===== config.mk =====
export PLATFORM = sky130hd
export DESIGN_NAME = gdda_front
export DESIGN_NICKNAME = d
export VERILOG_FILES = /design/src/hdl/gdda_pkg.sv /design/src/hdl/gdda_front.sv
export SDC_FILE = /design/constraint.sdc
export NUM_CORES = 1
export LEC_CHECK = 0
export ABC_CLOCK_PERIOD_IN_PS = 7900
export BUFFER_PORTS_ARGS = -buffer_cell sky130_fd_sc_hd__clkbuf_2
export CAP_MARGIN = 20
export CORE_MARGIN = 1.5
export CORE_UTILIZATION = 50
export CTS_CLUSTER_SIZE = 40
export DETAILED_ROUTE_END_ITERATION = 10
export PLACE_DENSITY = 0.77
export SLEW_MARGIN = 5
export SYNTH_ARGS = -nofsm -noshare
export SYNTH_HDL_FRONTEND = slang
export SYNTH_SLANG_ARGS = --single-unit

===== constraint.sdc =====
create_clock -name clk -period 7.9 [get_ports clk]
set_input_delay 1.58 -clock clk [delete_from_list [all_inputs] [get_ports clk]]
set_output_delay 1.58 -clock clk [all_outputs]
set_load 0.05 [all_outputs]

===== src/hdl/gdda_pkg.sv =====
package gdda_pkg;

    // Field widths fixed by the external interface
    localparam int COORD_W = 6;
    localparam int POS_W   = 8;
    localparam int EXT_W   = 7;
    localparam int PDIST_W = 24;

    // Command queue between the front and the back
    localparam int QDEPTH = 2;

    localparam logic [EXT_W-1:0] EXT_RESET = 7'd64;
    localparam logic OPC_CAST = 1'b1;

    typedef enum logic {
        REG_MAP_WIDTH  = 1'b0,
        REG_MAP_HEIGHT = 1'b1
    } gdda_reg_t;

    typedef enum logic [1:0] {
        OP_WRITE = 2'd0,
        OP_DROP  = 2'd1,
        OP_CAST  = 2'd2
    } gdda_op_t;

    typedef struct packed {
        gdda_op_t             op;
        logic [COORD_W-1:0]   x;
        logic [COORD_W-1:0]   y;
        logic                 wall;
        logic                 neg_x;
        logic                 neg_y;
        logic [PDIST_W-1:0]   side_x;
        logic [PDIST_W-1:0]   side_y;
        logic [PDIST_W-1:0]   delta_x;
        logic [PDIST_W-1:0]   delta_y;
    } gdda_item_t;

    typedef struct packed {
        logic pop;
        logic clearing;
    } gdda_bk_ctl_t;

endpackage


===== src/hdl/gdda_front.sv =====
module gdda_front #(
    parameter int MAP_SIDE = 64
) (
    input  logic                           clk,
    input  logic                           rst_n,
    input  logic                           in_valid,
    output logic                           in_ready,
    input  logic                           opcode,
    input  logic [gdda_pkg::COORD_W-1:0]   cell_x,
    input  logic [gdda_pkg::COORD_W-1:0]   cell_y,
    input  logic                           cell_is_wall,
    input  logic signed [1:0]              step_x,
    input  logic signed [1:0]              step_y,
    input  logic [gdda_pkg::PDIST_W-1:0]   ray_side_x,
    input  logic [gdda_pkg::PDIST_W-1:0]   ray_side_y,
    input  logic [gdda_pkg::PDIST_W-1:0]   ray_delta_x,
    input  logic [gdda_pkg::PDIST_W-1:0]   ray_delta_y,
    output logic                           head_valid,
    output gdda_pkg::gdda_item_t           head,
    input  gdda_pkg::gdda_bk_ctl_t         bk_ctl
);
    import gdda_pkg::*;

    localparam int PTR_W = (QDEPTH > 1) ? $clog2(QDEPTH) : 1;
    localparam int CNT_W = $clog2(QDEPTH + 1);

    gdda_item_t        item_in;
    gdda_item_t        q_reg [QDEPTH];
    logic [PTR_W-1:0]  wr_ptr_reg, rd_ptr_reg;
    logic [CNT_W-1:0]  count_reg, count_next;
    logic              push, pop;

    // Classify: cast, map write, or write outside the store
    always_comb
    begin
        item_in.x       = cell_x;
        item_in.y       = cell_y;
        item_in.wall    = cell_is_wall;
        item_in.neg_x   = step_x[1];
        item_in.neg_y   = step_y[1];
        item_in.side_x  = ray_side_x;
        item_in.side_y  = ray_side_y;
        item_in.delta_x = ray_delta_x;
        item_in.delta_y = ray_delta_y;
        priority if (opcode == OPC_CAST)
            item_in.op = OP_CAST;
        else if (int'(cell_x) < MAP_SIDE && int'(cell_y) < MAP_SIDE)
            item_in.op = OP_WRITE;
        else
            item_in.op = OP_DROP;
    end

    assign in_ready   = (count_reg != CNT_W'(QDEPTH)) && !bk_ctl.clearing;
    assign push       = in_valid && in_ready;
    assign pop        = bk_ctl.pop;
    assign head_valid = (count_reg != '0);
    assign head       = q_reg[rd_ptr_reg];

    always_comb
    begin
        count_next = count_reg;
        if (push && !pop)
            count_next = count_reg + CNT_W'(1);
        else if (pop && !push)
            count_next = count_reg - CNT_W'(1);
    end

    always_ff @(posedge clk or negedge rst_n)
    begin
        if (!rst_n)
        begin
            wr_ptr_reg <= '0;
            rd_ptr_reg <= '0;
            count_reg  <= '0;
        end
        else
        begin
            count_reg <= count_next;
            if (push)
                wr_ptr_reg <= (wr_ptr_reg == PTR_W'(QDEPTH - 1)) ? '0
                                                                : wr_ptr_reg + PTR_W'(1);
            if (pop)
                rd_ptr_reg <= (rd_ptr_reg == PTR_W'(QDEPTH - 1)) ? '0
                                                                : rd_ptr_reg + PTR_W'(1);
        end
    end

    always_ff @(posedge clk)
    begin
        if (push)
            q_reg[wr_ptr_reg] <= item_in;
    end

    a_count_bound: assert property (@(posedge clk) disable iff (!rst_n)
        count_reg <= CNT_W'(QDEPTH))
        else $error("queue count above depth");

    a_pop_nonempty: assert property (@(posedge clk) disable iff (!rst_n)
        pop |-> count_reg != '0)
        else $error("pop from empty queue");

    a_no_push_clear: assert property (@(posedge clk) disable iff (!rst_n)
        bk_ctl.clearing |-> !push)
        else $error("transaction taken during map clear");

endmodule


==> results.cfg, run 1 <==
[detailed_routing]
vias = 4217
drc = 0
drtPass1Iterations = 4
wl_per_cell_um = 17.50
drt_wl_total_mm = 14.86
initialDrtViolationCount = 218
via_per_inst = 4.967
antenna_left = 0

[cells_and_area]
drive_gt1_share_pct = 60.10
final_nets = 734
diodes = 0
final_area_um2 = 10630
syn_to_final_growth_pct = 23.68
largest_reg_flops = 224

[synthesis]
synth.largest_area_cell = edfxtp_1
synth_cell_type_count = 18
syn_area_um2 = 8598
syn_avg_cell_area_um2 = 23.30
yosysWarnings = 0
synthCells = 369
syn_nets = 489
synth-seq-cells = 228
ys_seq_area_share_pct = 79.39
synth_area_leaders = edfxtp_1, mux2_4, mux2_2
synth_top_area_share_pct = 78.23

[setup_path]
start_kind = register
rrSetupSlack_ns = 5.21
r2r_end = q_reg[1][32]
timing.rr.start = count_reg[1]
crit_arrival_ns = 3.14
cp-end-kind = primary output
crit_required_ns = 6.32
crit_fanout = 62
worstSetupPathType = reg -> out
crit_start = rd_ptr_reg
r2r_cells = 4

[sta]
min_period_over_period_pct = 59.74
tightest_slew_ns = 1.087
relSlewSlack_pct = 27.54
hold_slack_ns = 0.4992
finalSetupTns_ns = 0
layout_min_cycle_time_ns = 4.720
skew_ns = 0.009751
timing.fmax_mhz = 211.9
hold_viol = 0
finalSetupViolations = 0
rsz0062_at_grt = false
slew_violations = 0

[clock_tree]
clk_latency_ns = 0.49
clock_sinks = 228
cts_resized = 0
cts_buffers = 23
cts_tree = done
post-cts-setup-buffers = 0
clk_pin_slew_worst_paths_ns = 0.06
hold_buffers = 0
ctsLongestPathBuffers = 3
cts_root_buf = clkbuf_16
htree_levels = 1

[worst_hold_path]
hold_start = count_reg[1]
holdCritPathClass = reg -> reg
hold_depth = 1
min_to = count_reg[1]

[floorplan]
dieArea_um2 = 17990
initial_core_util_pct = 51.48
coreArea_um2 = 16700
rows = 47
die_w_um = 134.1
die_height_um = 134.1
num_io_pins = 234

[global_routing]
grt_usage_pct = 16.21
grt_antenna_before_repair = 0
grt_pass1_wl_mm = 22.75
overflow = 0
grt_pass1_vias = 4447
grt_max_degree = 72

[place]
gp_congestion = 0.7149
post-dp-hpwl_mm = 9.925
port_buffers = 230
dpl_cell_area_um2 = 9936

[power]
p_leak_nw = 4.207
power_per_cell_area_nw_per_um2 = 394.2
peakVddDrop_v = 0.0002479

[run]
maxCapViolCount = 0

[status]
status = complete, no violations
## metrics by stage
step	cells	setup slack [ns]	util, %	total power [mW]
floorplan	369	0.5224	-	2.973
global placement	809	3.709	59.49	3.205
detailed placement	809	3.663	59.49	3.234
CTS	849	3.117	63.67	4.244
global route	849	3.033	63.67	4.349
finish	849	3.180	63.67	4.192
## layout by cell type (no fill, tap or decap), drive strengths merged, types with 2 or more instances in the layout
| cell type | netlist | layout |
|---|---|---|
| clkbuf | 0 | 258 |
| edfxtp | 224 | 224 |
| mux2 | 112 | 112 |
| clkinv | 0 | 9 |
| xor2 | 4 | 4 |
| buf | 14 | 4 |
| dfrtp | 4 | 4 |
| nor2 | 2 | 2 |
| bufinv | 0 | 2 |
| nor2b | 2 | 2 |
| inv | 1 | 2 |
## synth_stat cells
| cell | count |
|---|---|
| and2_1 | 1 |
| buf_2 | 4 |
| buf_4 | 1 |
| buf_6 | 8 |
| buf_8 | 1 |
| conb_1 | 1 |
| dfrtp_1 | 4 |
| edfxtp_1 | 224 |
| ha_1 | 1 |
| inv_1 | 1 |
| mux2_2 | 42 |
| mux2_4 | 70 |
| nor2_1 | 2 |
| nor2b_1 | 2 |
| nor3b_4 | 1 |
| or2_2 | 1 |
| xnor2_1 | 1 |
| xor2_1 | 4 |
## worst max-delay path by stage
stage	end	cells after the start	slack, ns
2_1_floorplan	q_reg[0][0]	2	0.52
3_3_place_gp	head[101]	3	3.71
3_5_place_dp	head[101]	3	3.66
4_1_cts	head[101]	3	3.12
5_1_grt	head[101]	3	3.03
6_report	head[101]	3	3.18
## report_power, final
| part | total, mW | switching [mW] | internal [mW] |
|---|---|---|---|
| Sequential | 1.60 | 0.0978 | 1.51 |
| Clock | 1.00 | 0.404 | 0.596 |
| Combinational | 1.59 | 1.09 | 0.500 |
## worst max-delay path, cell delays in order, from the launching register on
cell,delay [ns]
dfrtp_4,0.94
buf_4,0.95
mux2_2,0.42
clkbuf_2,0.24
## routing by layer
layer	track usage, %	part of all wire [%]
met3	4.535	8.6
met2	29.52	52
met1	18.55	38
met4	5.078	1.9
met5	0	0
## final cells by class
type / instances / area [um^2]
Tap cell: 220 / 275.3
Fill cell: 1188 / 6067
Clock buffer: 28 / 594.3
Clock inverter: 12 / 103.9
Sequential cell: 228 / 6830
Timing Repair Buffer: 234 / 1181
Inverter: 1 / 3.754
Multi-Input combinational cell: 126 / 1645
## kinds of logic after synthesis
kind of cell,synth area share [%]
xor+xnor,0.5093
buf+inv,1.586
flops,79.39
fa+ha+maj,0.1455
other cells,0.04361
simple gates,0.5967
mux,17.72
Power figures use the tool's default switching activity.
==> run 2: changes to the inputs <==
--- a/config.mk
+++ b/config.mk
@@ -5,7 +5,8 @@
 export SDC_FILE = /design/constraint.sdc
 export NUM_CORES = 1
 export LEC_CHECK = 0
-export ABC_CLOCK_PERIOD_IN_PS = 7900
+export ABC_AREA = 1
+export ABC_CLOCK_PERIOD_IN_PS = 4400
 export BUFFER_PORTS_ARGS = -buffer_cell sky130_fd_sc_hd__clkbuf_2
 export CAP_MARGIN = 20
 export CORE_MARGIN = 1.5
==> constraint.sdc (replaced) <==
create_clock -name clk -period 4.4 [get_ports clk]
set_input_delay 0.88 -clock clk [delete_from_list [all_inputs] [get_ports clk]]
set_output_delay 0.88 -clock clk [all_outputs]
set_load 0.05 [all_outputs]
==> results.cfg, run 2 <==
[synthesis]
synth-seq-cells = 228
synth_top_area_share_pct = 78.11
ys_async_sr_fraction_pct = 1.754
syn_nets = 501
yosysWarnings = 0
syn_area_um2 = 8612
synth_cell_type_count = 18
synth.most_common_cell = edfxtp_1
synth.largest_area_cell = edfxtp_1
synth_edf_count = 224
ys.flop_type = edfxtp_1
synth_area_leaders = edfxtp_1, mux2_4, mux2_2
ys_seq_area_share_pct = 79.27
syn_avg_cell_area_um2 = 22.60
synthCells = 381
netlist_top_cells_count = edfxtp_1, mux2_4, mux2_2

[sta]
timing.fmax_mhz = 314.3
hold_viol = 0
relSlewSlack_pct = 43.57
finalSetupTns_ns = 0
slew_violations = 0
tightest_slew_ns = 0.8465
skew_ns = 0.009739
layout_min_cycle_time_ns = 3.181
finalSetupViolations = 0
min_period_over_period_pct = 72.30
rsz0062_at_grt = false

[global_routing]
grt_usage_pct = 16.42
grt_use_met3_pct = 4.989
grt_pass1_vias = 4667
overflow = 0
grt_use_met2_pct = 29.91
top_usage_layer = met2
use_met1_pct = 18.31
grt_antenna_before_repair = 0
grt_pass1_wl_mm = 23.04
grt_max_degree = 64

[floorplan]
initial_core_util_pct = 51.57
coreArea_um2 = 16700
die_w_um = 134.2
num_io_pins = 234
die_height_um = 134.2
dieArea_um2 = 18020
rows = 47

[setup_path]
worstSetupPathType = reg -> out
crit_required_ns = 3.52
cp-end-kind = primary output
critical_path.slowest_cell = dfrtp_4
start_kind = register
crit_end = head[90]
crit_fanout = 50
r2r_end = q_reg[0][16]
r2r_cells = 5
timing.rr.start = count_reg[0]
rrSetupSlack_ns = 2.29
crit_arrival_ns = 2.30
crit_start = rd_ptr_reg
path_cells = buf_12, mux2_2, clkbuf_2
max_stage_delay_ns = 0.75

[cells_and_area]
drive_gt1_share_pct = 58.88
layout_commonest_cell = clkbuf_2
syn_to_final_growth_pct = 23.75
largest_reg_flops = 224
final_nets = 748
register_area_um2 = 6830
multiInputGateArea_um2 = 1627
fillers = 1191
diodes = 0
final_cell_mix = clkbuf_2, edfxtp_1, mux2_4, mux2_2, clkbuf_16

[power]
peakVddDrop_v = 0.0004998
p_leak_nw = 4.247
power_per_cell_area_nw_per_um2 = 699.3
total_power_mw = 7.453

[clock_tree]
clk_latency_ns = 0.49
post-cts-setup-buffers = 0
cts_tree = done
cts_resized = 0
htree_levels = 1
cts_buffers = 23
cts_root_buf = clkbuf_16
hold_buffers = 0
clock_sinks = 228
ctsLongestPathBuffers = 3
clk_pin_slew_worst_paths_ns = 0.06

[status]
status = complete, no violations

[detailed_routing]
vias = 4283
wl_per_cell_um = 17.25
antenna_left = 0
drc = 0
via_per_inst = 4.969
drtPass1Iterations = 5
drt_wl_total_mm = 14.87
initialDrtViolationCount = 201

[place]
post-dp-hpwl_mm = 9.750
port_buffers = 230
gp_congestion = 0.7688

[run]
maxCapViolCount = 0

[worst_hold_path]
holdCritPathClass = in -> async
## run 2: cell count changes in the layout (fill, tap and decap cells not counted), sizes merged, moves of 2 or more
cell	before	now
nand2	0	8
nand4	0	2
clkbuf	258	260
xor2	4	1
clkinv	9	7
nand3	0	2
inv	2	9
buf	4	6
nor2b	2	0
## run 2: cell families after synthesis
| logic type | synth area share [%] |
|---|---|
| adders and majority gates | 0.1453 |
| xor gates and xnor gates | 0.2034 |
| buffers and inverters | 1.932 |
| AOI/OAI and AO/OA | 0.05806 |
| and+or+nand+nor | 0.6537 |
| other | 0.04354 |
| muxes | 17.70 |
| DFF | 79.27 |
## run 2: critical path, delay by kind of cell, from the launching register on
| kind | cells | cell delay (ns) |
|---|---|---|
| DFF | 1 | 0.75 |
| muxes | 1 | 0.38 |
| buffers and inverters | 2 | 0.62 |
## run 2: area by class of cell
cell class,count,area share [%]
clock inverters,9,0.6222
well taps,220,2.583
clock buffers,30,5.647
inverters,9,0.3405
repair buffers,236,11.46
flip-flops and latches,228,64.09
multi-input cells,130,15.26
## run 2: worst min-delay path by stage
stage / start / to / slack [ns] / cells after the start
after floorplan: wr_ptr_reg / wr_ptr_reg / 0.44 / 2
after global routing: rst_n / wr_ptr_reg / 0.17 / 1
final: rst_n / wr_ptr_reg / 0.19 / 1
after CTS: rst_n / wr_ptr_reg / 0.16 / 1
after detailed placement: wr_ptr_reg / wr_ptr_reg / 0.50 / 2
after global placement: wr_ptr_reg / wr_ptr_reg / 0.46 / 2
## run 2: layer usage
layer	vias to the layer above	part of all wire, %	routed length, um
met5	-	0	0
met4	0	2.1	314
met3	31	9.2	1370
met2	186	52	7749
met1	2078	37	5438
li1	1988	-	-
## run 2: stage by stage
step	cells	hold WS (ns)	setup WS, ns	instance area (um^2)	util (%)
2_1_floorplan	381	0.4419	0.7146	8620	-
3_3_place_gp	823	0.4595	1.713	9990	59.81
3_5_place_dp	823	0.4956	1.685	9990	59.81
4_1_cts	862	0.1636	1.150	10660	63.81
5_1_grt	862	0.1661	1.096	10660	63.81
6_report	862	0.1873	1.219	10660	63.81
## run 2: power by group
| part | internal, mW | switching (mW) | total [mW] |
|---|---|---|---|
| sequential | 2.70 | 0.132 | 2.83 |
| clock | 1.01 | 0.718 | 1.73 |
| combinational | 0.895 | 1.99 | 2.89 |
